--- config.mk ---
export PLATFORM = sky130hd
export DESIGN_NAME = number_text_radix_converter
export DESIGN_NICKNAME = d
export VERILOG_FILES = /design/src/design/ntrc_pkg.sv /design/src/design/ntrc_front.sv /design/src/design/ntrc_queue.sv /design/src/design/ntrc_back.sv /design/src/design/number_text_radix_converter.sv
export SDC_FILE = /design/constraint.sdc
export NUM_CORES = 1
export LEC_CHECK = 0
export BUFFER_PORTS_ARGS = -buffer_cell sky130_fd_sc_hd__buf_2
export CAP_MARGIN = 20
export CORE_UTILIZATION = 40
export DETAILED_ROUTE_END_ITERATION = 16
export SYNTH_ARGS = -nofsm -noshare
export SYNTH_HDL_FRONTEND = slang
export SYNTH_SLANG_ARGS = --single-unit
--- constraint.sdc ---
create_clock -name i_clk -period 9.9 [get_ports i_clk]
set_clock_uncertainty 0.1 [all_clocks]
set_input_delay 0 -clock i_clk [delete_from_list [all_inputs] [get_ports i_clk]]
set_output_delay 0 -clock i_clk [all_outputs]
set_load 0.01 [all_outputs]
--- src/design/ntrc_pkg.sv ---
package ntrc_pkg;

    // parser state, one per character of the number text
    typedef enum logic [2:0] {
        MODE_START = 3'd0,
        MODE_ZERO  = 3'd1,
        MODE_HEX_X = 3'd2,
        MODE_HEX   = 3'd3,
        MODE_DEC   = 3'd4,
        MODE_OCT   = 3'd5,
        MODE_BIN   = 3'd6,
        MODE_BAD   = 3'd7
    } t_parse_mode;

    // formatter state
    typedef enum logic [1:0] {
        EMIT_IDLE  = 2'd0,
        EMIT_PFX0  = 2'd1,
        EMIT_PFX1  = 2'd2,
        EMIT_DIGIT = 2'd3
    } t_emit_state;

    typedef logic [1:0] t_base;

    localparam t_base BASE_HEX = 2'd0;
    localparam t_base BASE_OCT = 2'd1;
    localparam t_base BASE_BIN = 2'd2;

    localparam logic [7:0] CH_ZERO = 8'h30;
    localparam logic [7:0] CH_ONE  = 8'h31;
    localparam logic [7:0] CH_NINE = 8'h39;
    localparam logic [7:0] CH_X    = 8'h78;
    localparam logic [7:0] CH_O    = 8'h6f;
    localparam logic [7:0] CH_B    = 8'h62;

    localparam logic [8:0] OFS_DIGIT = 9'd48;
    localparam logic [8:0] OFS_ALPHA = 9'd55;

    localparam int unsigned VALUE_BITS = 32;

endpackage

--- src/design/ntrc_front.sv ---
module ntrc_front #(
    parameter int WORD_BITS = 32
) (
    input  logic                 i_clk,
    input  logic                 i_rst_n,
    input  logic                 i_valid,
    output logic                 o_ready,
    input  logic [7:0]           i_char,
    input  logic                 i_final,
    input  logic                 i_q_ready,
    output logic                 o_push,
    output logic [WORD_BITS:0]   o_push_data
);
    import ntrc_pkg::*;

    t_parse_mode            r_mode, n_mode, p_mode;
    logic [WORD_BITS-1:0]   r_acc, n_acc, p_acc;
    logic                   accept;
    logic [8:0]             plain9, alpha9;
    logic [WORD_BITS+8:0]   plain_ext, alpha_ext;
    logic [WORD_BITS-1:0]   dig_plain, dig_hex;
    logic [WORD_BITS-1:0]   acc_x2, acc_x8, acc_x10, acc_x16;

    assign o_ready = i_q_ready;
    assign accept  = i_valid && i_q_ready;

    // digit values wrap modulo the word: sign-extend the 9-bit difference
    assign plain9    = {1'b0, i_char} - OFS_DIGIT;
    assign alpha9    = {1'b0, i_char} - OFS_ALPHA;
    assign plain_ext = {{WORD_BITS{plain9[8]}}, plain9};
    assign alpha_ext = {{WORD_BITS{alpha9[8]}}, alpha9};
    assign dig_plain = plain_ext[WORD_BITS-1:0];
    assign dig_hex   = (i_char >= CH_ZERO && i_char <= CH_NINE) ? dig_plain
                                                                : alpha_ext[WORD_BITS-1:0];

    assign acc_x2  = r_acc << 1;
    assign acc_x8  = r_acc << 3;
    assign acc_x10 = acc_x8 + acc_x2;
    assign acc_x16 = r_acc << 4;

    // parse of the current character
    always_comb begin
        p_mode = r_mode;
        p_acc  = r_acc;
        unique case (r_mode)
            MODE_START: begin
                p_acc = '0;
                if (i_char == CH_ZERO) begin
                    p_mode = MODE_ZERO;
                end else if (i_char >= CH_ONE && i_char <= CH_NINE) begin
                    p_mode = MODE_DEC;
                    p_acc  = dig_plain;
                end else if (i_char == CH_O) begin
                    p_mode = MODE_OCT;
                end else if (i_char == CH_B) begin
                    p_mode = MODE_BIN;
                end else begin
                    p_mode = MODE_BAD;
                end
            end
            MODE_ZERO: begin
                if (i_char == CH_X) begin
                    p_mode = MODE_HEX;
                end else begin
                    p_mode = MODE_DEC;
                    p_acc  = acc_x10 + dig_plain;
                end
            end
            MODE_HEX_X, MODE_HEX: begin
                p_mode = MODE_HEX;
                p_acc  = acc_x16 + dig_hex;
            end
            MODE_DEC: p_acc = acc_x10 + dig_plain;
            MODE_OCT: p_acc = acc_x8 + dig_plain;
            MODE_BIN: p_acc = acc_x2 + dig_plain;
            MODE_BAD: p_acc = '0;
            default:  p_acc = '0;
        endcase
    end

    // next state
    always_comb begin
        n_mode = r_mode;
        n_acc  = r_acc;
        if (accept) begin
            if (i_final) begin
                n_mode = MODE_START;
                n_acc  = '0;
            end else begin
                n_mode = p_mode;
                n_acc  = p_acc;
            end
        end
    end

    // finished number goes to the queue
    always_comb begin
        o_push      = accept && i_final;
        o_push_data = {(p_mode == MODE_BAD), p_acc};
    end

    always_ff @(posedge i_clk) begin
        if (!i_rst_n) begin
            r_mode <= MODE_START;
            r_acc  <= '0;
        end else begin
            r_mode <= n_mode;
            r_acc  <= n_acc;
        end
    end

endmodule

--- src/design/ntrc_queue.sv ---
module ntrc_queue #(
    parameter int WIDTH = 33
) (
    input  logic             i_clk,
    input  logic             i_rst_n,
    input  logic             i_push,
    input  logic [WIDTH-1:0] i_data,
    output logic             o_ready,
    input  logic             i_pop,
    output logic             o_valid,
    output logic [WIDTH-1:0] o_data
);
    logic [WIDTH-1:0] r_mem [2];
    logic             r_wr_ptr, r_rd_ptr;
    logic [1:0]       r_count;
    logic             do_push, do_pop;

    assign o_ready = (r_count != 2'd2);
    assign o_valid = (r_count != 2'd0);
    assign o_data  = r_mem[r_rd_ptr];
    assign do_push = i_push && o_ready;
    assign do_pop  = i_pop && o_valid;

    always_ff @(posedge i_clk) begin
        if (do_push) begin
            r_mem[r_wr_ptr] <= i_data;
        end
    end

    always_ff @(posedge i_clk) begin
        if (!i_rst_n) begin
            r_wr_ptr <= 1'b0;
            r_rd_ptr <= 1'b0;
            r_count  <= 2'd0;
        end else begin
            if (do_push) begin
                r_wr_ptr <= ~r_wr_ptr;
            end
            if (do_pop) begin
                r_rd_ptr <= ~r_rd_ptr;
            end
            if (do_push && !do_pop) begin
                r_count <= r_count + 2'd1;
            end else if (do_pop && !do_push) begin
                r_count <= r_count - 2'd1;
            end
        end
    end

endmodule

--- src/design/ntrc_back.sv ---
module ntrc_back #(
    parameter int WORD_BITS = 32
) (
    input  logic                      i_clk,
    input  logic                      i_rst_n,
    input  ntrc_pkg::t_base           i_base,
    input  logic                      i_q_valid,
    input  logic [WORD_BITS:0]        i_q_data,
    output logic                      o_q_pop,
    output logic                      o_m_tvalid,
    input  logic                      i_m_tready,
    output logic [7:0]                o_char,
    output logic [31:0]               o_value,
    output logic                      o_bad,
    output logic                      o_last
);
    import ntrc_pkg::*;

    localparam int SW     = WORD_BITS + 3;
    localparam int ND_HEX = (WORD_BITS + 3) / 4;
    localparam int ND_OCT = (WORD_BITS + 2) / 3;
    localparam int ND_BIN = WORD_BITS;
    localparam int SH_HEX = SW - ND_HEX * 4;
    localparam int SH_OCT = SW - ND_OCT * 3;
    localparam int SH_BIN = SW - ND_BIN;
    localparam int CW     = $clog2(WORD_BITS + 1);

    t_emit_state          r_state, n_state;
    t_base                r_base;
    logic [SW-1:0]        r_sh;
    logic [CW-1:0]        r_left;
    logic                 r_seen;
    logic [31:0]          r_val;
    logic                 r_bad;

    logic                 r_m_tvalid;
    logic [7:0]           r_char;
    logic                 r_last;

    logic                 can_load;
    logic                 emit;
    logic [7:0]           emit_char;
    logic                 emit_last;
    logic                 digit_step;
    logic [3:0]           digit;
    logic [SW-1:0]        load_ext;
    logic [WORD_BITS+31:0] val_ext;
    logic                 last_digit;

    assign can_load   = !r_m_tvalid || i_m_tready;
    assign last_digit = (r_left == CW'(1));
    assign load_ext   = {3'b000, i_q_data[WORD_BITS-1:0]};
    assign val_ext    = {32'd0, i_q_data[WORD_BITS-1:0]};

    // top digit of the aligned shift register
    always_comb begin
        unique case (r_base)
            BASE_OCT: digit = {1'b0, r_sh[SW-1 -: 3]};
            BASE_BIN: digit = {3'b000, r_sh[SW-1]};
            default:  digit = r_sh[SW-1 -: 4];
        endcase
    end

    // next state
    always_comb begin
        n_state = r_state;
        unique case (r_state)
            EMIT_IDLE: begin
                if (i_q_valid && can_load) begin
                    n_state = EMIT_PFX0;
                end
            end
            EMIT_PFX0: begin
                if (can_load) begin
                    n_state = (r_base == BASE_OCT) ? EMIT_DIGIT : EMIT_PFX1;
                end
            end
            EMIT_PFX1: begin
                if (can_load) begin
                    n_state = EMIT_DIGIT;
                end
            end
            EMIT_DIGIT: begin
                if (can_load && last_digit) begin
                    n_state = EMIT_IDLE;
                end
            end
            default: n_state = EMIT_IDLE;
        endcase
    end

    // outputs of the formatter
    always_comb begin
        o_q_pop    = 1'b0;
        emit       = 1'b0;
        emit_char  = CH_ZERO;
        emit_last  = 1'b0;
        digit_step = 1'b0;
        unique case (r_state)
            EMIT_IDLE: begin
                // value and flag stay put until the last transfer of the run has left
                o_q_pop = i_q_valid && can_load;
            end
            EMIT_PFX0: begin
                emit = can_load;
            end
            EMIT_PFX1: begin
                emit      = can_load;
                emit_char = (r_base == BASE_BIN) ? CH_B : CH_X;
            end
            EMIT_DIGIT: begin
                digit_step = can_load;
                // leading zeros are skipped, the units digit always shows
                emit       = can_load && (r_seen || digit != 4'd0 || last_digit);
                emit_last  = last_digit;
                emit_char  = (digit > 4'd9) ? (8'(digit) + 8'(OFS_ALPHA))
                                            : (8'(digit) + 8'(OFS_DIGIT));
            end
            default: ;
        endcase
    end

    always_ff @(posedge i_clk) begin
        if (!i_rst_n) begin
            r_state    <= EMIT_IDLE;
            r_m_tvalid <= 1'b0;
        end else begin
            r_state <= n_state;
            if (can_load) begin
                r_m_tvalid <= emit;
            end
        end
    end

    always_ff @(posedge i_clk) begin
        if (o_q_pop) begin
            r_base <= i_base;
            r_val  <= val_ext[31:0];
            r_bad  <= i_q_data[WORD_BITS];
            r_seen <= 1'b0;
            unique case (i_base)
                BASE_OCT: begin
                    r_sh   <= load_ext << SH_OCT;
                    r_left <= CW'(ND_OCT);
                end
                BASE_BIN: begin
                    r_sh   <= load_ext << SH_BIN;
                    r_left <= CW'(ND_BIN);
                end
                default: begin
                    r_sh   <= load_ext << SH_HEX;
                    r_left <= CW'(ND_HEX);
                end
            endcase
        end else if (digit_step) begin
            r_left <= r_left - CW'(1);
            if (digit != 4'd0) begin
                r_seen <= 1'b1;
            end
            unique case (r_base)
                BASE_OCT: r_sh <= r_sh << 3;
                BASE_BIN: r_sh <= r_sh << 1;
                default:  r_sh <= r_sh << 4;
            endcase
        end
        if (emit) begin
            r_char <= emit_char;
            r_last <= emit_last;
        end
    end

    assign o_m_tvalid = r_m_tvalid;
    assign o_char     = r_char;
    assign o_value    = r_val;
    assign o_bad      = r_bad;
    assign o_last     = r_last;

endmodule

--- src/design/number_text_radix_converter.sv ---
// one character accepted per cycle unless the queue is full; the queue holds two finished numbers
// a finished number is written to the queue, popped by the formatter in its idle state, and its
// first character registered from the first prefix state; output text then gives one prefix character
// (0x hex, 0 octal, 0b binary) or digit position per cycle unless m_tready holds it, skipped leading
// zeros included: 8 hex, 11 octal, 32 binary digit positions at 32-bit words
// reset is synchronous, active low: parser at start of text, queue empty, base hex
module number_text_radix_converter #(
    parameter int WORD_BITS = 32
) (
    input  logic        i_clk,
    input  logic        i_rst_n,
    input  logic        i_cfg_we,
    input  logic [1:0]  i_cfg_wdata,
    input  logic        s_tvalid,
    output logic        s_tready,
    input  logic [7:0]  s_tdata,   // char_in
    input  logic        s_tlast,
    output logic        m_tvalid,
    input  logic        m_tready,
    output logic [39:0] m_tdata,   // char_out [7:0], value [39:8]
    output logic        m_tuser,   // bad_prefix
    output logic        m_tlast
);
    import ntrc_pkg::*;

    t_base              r_output_base;
    logic               q_ready, q_valid, q_pop, push;
    logic [WORD_BITS:0] push_data, q_data;
    logic [7:0]         char_out;
    logic [31:0]        value_out;

    always_ff @(posedge i_clk) begin
        if (!i_rst_n) begin
            r_output_base <= BASE_HEX;
        end else if (i_cfg_we) begin
            r_output_base <= i_cfg_wdata;
        end
    end

    ntrc_front #(.WORD_BITS(WORD_BITS)) u_front (
        .i_clk       (i_clk),
        .i_rst_n     (i_rst_n),
        .i_valid     (s_tvalid),
        .o_ready     (s_tready),
        .i_char      (s_tdata),
        .i_final     (s_tlast),
        .i_q_ready   (q_ready),
        .o_push      (push),
        .o_push_data (push_data)
    );

    ntrc_queue #(.WIDTH(WORD_BITS + 1)) u_queue (
        .i_clk   (i_clk),
        .i_rst_n (i_rst_n),
        .i_push  (push),
        .i_data  (push_data),
        .o_ready (q_ready),
        .i_pop   (q_pop),
        .o_valid (q_valid),
        .o_data  (q_data)
    );

    ntrc_back #(.WORD_BITS(WORD_BITS)) u_back (
        .i_clk      (i_clk),
        .i_rst_n    (i_rst_n),
        .i_base     (r_output_base),
        .i_q_valid  (q_valid),
        .i_q_data   (q_data),
        .o_q_pop    (q_pop),
        .o_m_tvalid (m_tvalid),
        .i_m_tready (m_tready),
        .o_char     (char_out),
        .o_value    (value_out),
        .o_bad      (m_tuser),
        .o_last     (m_tlast)
    );

    assign m_tdata = {value_out, char_out};

endmodule
==> results.toml <==
[outcome]
status = "completed"

[hold_path]
hold_path.class = "input pin to register"
holdPathStages = 2
hp-start = "s_tdata[1]"
holdPathEnd = "u_queue.r_mem[1][1]"

[critical_path]
cp_max_fo = 26
cpPeakStageDelay_ns = 0.74
reg2reg_to = "u_front.r_acc[23]"
r2r_start = "u_front.r_acc[1]"
crit_chain = "dlygate4sd3_1 -> buf_2 -> inv_1 -> ha_1 -> a41oi_1 -> a31oi_1 -> inv_1 -> ha_1 -> o211ai_1 -> a21oi_1 -> a2111o_1 -> a221oi_4 -> o21ai_1 -> a211o_1 -> xor2_1 -> a221oi_2 -> o21ai_1"
r2r_cells = 13
slowest_stage = "inv_1"
r2r_slack_ns = 5.62
worstPathRequired_ns = 9.95
cp.arrival_ns = 5.05
crit_start = "s_tdata[0]"
critPathKind = "input pin to register"
end_kind = "register"
startpoint_type = "input pin"

[synth]
seq_area_frac_synth_pct = 34.1
synth_top_family_by_area = "compound AO/OA/AOI/OAI gates"
netlist_instances = 1709
yosysWarnings = 0
synth-main-ff-cell = "edfxtp_1"
synthAdderAreaFrac_pct = 13.1
syn_area_um2 = 15700
synth_nets = 1871
synth_edf_count = 148
ys_ff_latch = 194
yosys.area_share.simple_pct = 14.1
synth_cell_types = 82
synth.mux.area_fraction_pct = 4.77
synth_compound_area_share_pct = 24.0
synthArstFlopShare_pct = 0
synth_xor_area_share_pct = 6.29
avgSynthCellArea_um2 = 9.21

[pwr]
vdd_drop_max_mv = 0.137
power_density_nw_per_um2 = 197
p_leak_nw = 6.68

[clocking]
clockRootBuffer = "clkbuf_16"
path_clk_slew_ns = 0.07
clk_latency_ns = 0.44
ctsResizeCount = 0
htreeDepth = 4
cts.sinks = 194
cts_buffer_depth = 2
cts_buffers = 17
tritoncts = "built"

[floorplanning]
dieArea_um2 = 40100
fp.coreArea_um2 = 38700
start_util_pct = 40.6
die_h_um = 200
die_w_um = 200
pin_count = 60
fp-row-count = 72

[finish]
final_cell_mix = "nand2_1, o21ai_0, edfxtp_1"
num_antenna_cells = 0
finalNetCount = 1881
n_fill_cell = 3832
final_common_cell = "nand2_1"
final_layout_size_suffix_gt1_share_pct = 9.53
instances_no_fill = 2250
syn2layout_area_growth_pct = 9.08

[timing]
period_minus_slack_ns = 5.00
fin_crit_sh_pct = 50.5
hold_violations = 0
fin_hold_ws_ns = 0.0364
setup_violations = 0
rsz0062_at_grt = "false"
clock.fmax_mhz = 200
finalSetupTns_ns = 0
slew_headroom_pct = 35.2
maxSlewViolCount = 0
worst_pin_slew_ns = 0.972

[detailed_routing]
drt_iter0_drc = 1055
drtAntennaViolNets = 0
wl_per_cell_um = 20.2
drcViolationCount = 0
vias_per_cell = 5.97
firstDrtPassIters = 6
vias = 13436
drt_wl_total_um = 45400

[placed_design]
io_buffers = 58
dp_hpwl_um = 34400
dp.cells = 2205
gp_congestion = 0.945

[grt]
grt_usage_pct = 22.4
grt_pass1_wl_um = 71800
antenna_found_initial = 0
grt_max_degree = 70
gr-total-overflow = 0
first_global_vias = 13029

[run]
maxCapViolations = 0
[synth_stat cells (16+ instances only)]
cell        n  area (um2)
inv_1      50         188
and2_1     16         100
mux2i_1    39         390
fa_1       32         641
o21a_1     24         180
nand2_1   182         683
o21ai_0   149         746
o211ai_1   18         135
xnor2_1    53         464
clkbuf_1   85         319
nand4_1    28         175
a22o_1     20         175
nand3_1    19        95.1
edfxtp_1  148        4440
mux2_2     32         360
a21oi_1   110         551
ha_1      114        1430
a211oi_1   18         135
nor2b_1    26         163
dfxtp_1    46         921
a22oi_1    47         353
xor2_1     60         526
nor3_1     28         140
a21o_1     32         240
nor2_1    109         409
a31oi_1    16         100
[sequential cells by signal, summed over array words and instances, names as in the netlist, 2 cells and up, named ones only]
register,count
u_front.r_acc,32
u_queue.r_mem,66
u_back.r_sh,33
u_back.o_char,7
u_front.r_mode,3
u_back.r_state,2
u_back.r_left,6
u_queue.r_count,2
r_output_base,2
u_back.r_base,2
u_back.o_value,32
[metrics by stage]
stage | instance area, um2 | total power, mW | setup WS, ns | utilization, %
5_1_grt | 17200 | 3.60 | 4.66 | 44.3
6_report | 17200 | 3.38 | 4.90 | 44.3
2_1_floorplan | 15700 | 2.31 | 2.11 | -
3_3_place_gp | 16500 | 2.69 | 4.83 | 42.5
3_5_place_dp | 16500 | 2.71 | 4.77 | 42.5
4_1_cts | 17200 | 3.39 | 5.01 | 44.3
[repair_timing]
action / CTS / global route
buffers inserted: 0 / 0
hold buffers: 12 / 0
hold endpoints to repair: 28 / 0
setup endpoints to repair: 0 / 0
[report_power, final]
part | total, mW | internal (mW) | leakage [nW] | switching (mW)
registers | 1.34 | 1.21 | 1.76 | 0.137
clock network | 0.671 | 0.358 | 0.272 | 0.312
logic | 1.36 | 0.492 | 4.64 | 0.872
total | 3.38 | 2.06 | 6.68 | 1.32
[how the worst max path moves through the flow]
stage and endpoint:
6_report u_queue.r_mem[0][30], 5_1_grt u_queue.r_mem[1][30], 4_1_cts u_queue.r_mem[0][30], 3_5_place_dp u_queue.r_mem[0][30], 3_3_place_gp u_queue.r_mem[0][30], 2_1_floorplan u_queue.r_mem[0][30]
[layout make-up]
| type | instances | area [um2] | share of cell area, % |
|---|---|---|---|
| inverter | 50 | 188 | 1.09 |
| timing repair buffer | 88 | 546 | 3.18 |
| tap | 518 | 648 | 3.78 |
| multi-input combinational | 1368 | 9860 | 57.4 |
| sequential | 194 | 5370 | 31.3 |
| clock buffer | 19 | 443 | 2.58 |
| clock inverter | 13 | 123 | 0.714 |
[kinds of logic after synthesis]
family                     Yosys count
DFF                                194
buffers and inverters              147
AOI/OAI and AO/OA                  565
adders and majority gates          146
xor gates and xnor gates           113
other                                1
and+or+nand+nor                    472
muxes                               71
[layer usage]
layer / track usage (%) / vias up / part of all wire, %
li1: - / 6406 / -
met1: 31.8 / 6500 / 47
met2: 35.9 / 456 / 45
met3: 2.36 / 74 / 5.8
met4: 6.65 / 0 / 2.5
met5: 0 / - / 0
[critical path: cells and delay by family]
| family | cells | cell delay [ns] |
|---|---|---|
| compound gates | 10 | 2.67 |
| fa+ha+maj | 2 | 0.68 |
| buf+inv | 4 | 1.51 |
| xor+xnor | 1 | 0.15 |
Note: power is estimated with default switching activity, not from simulation.
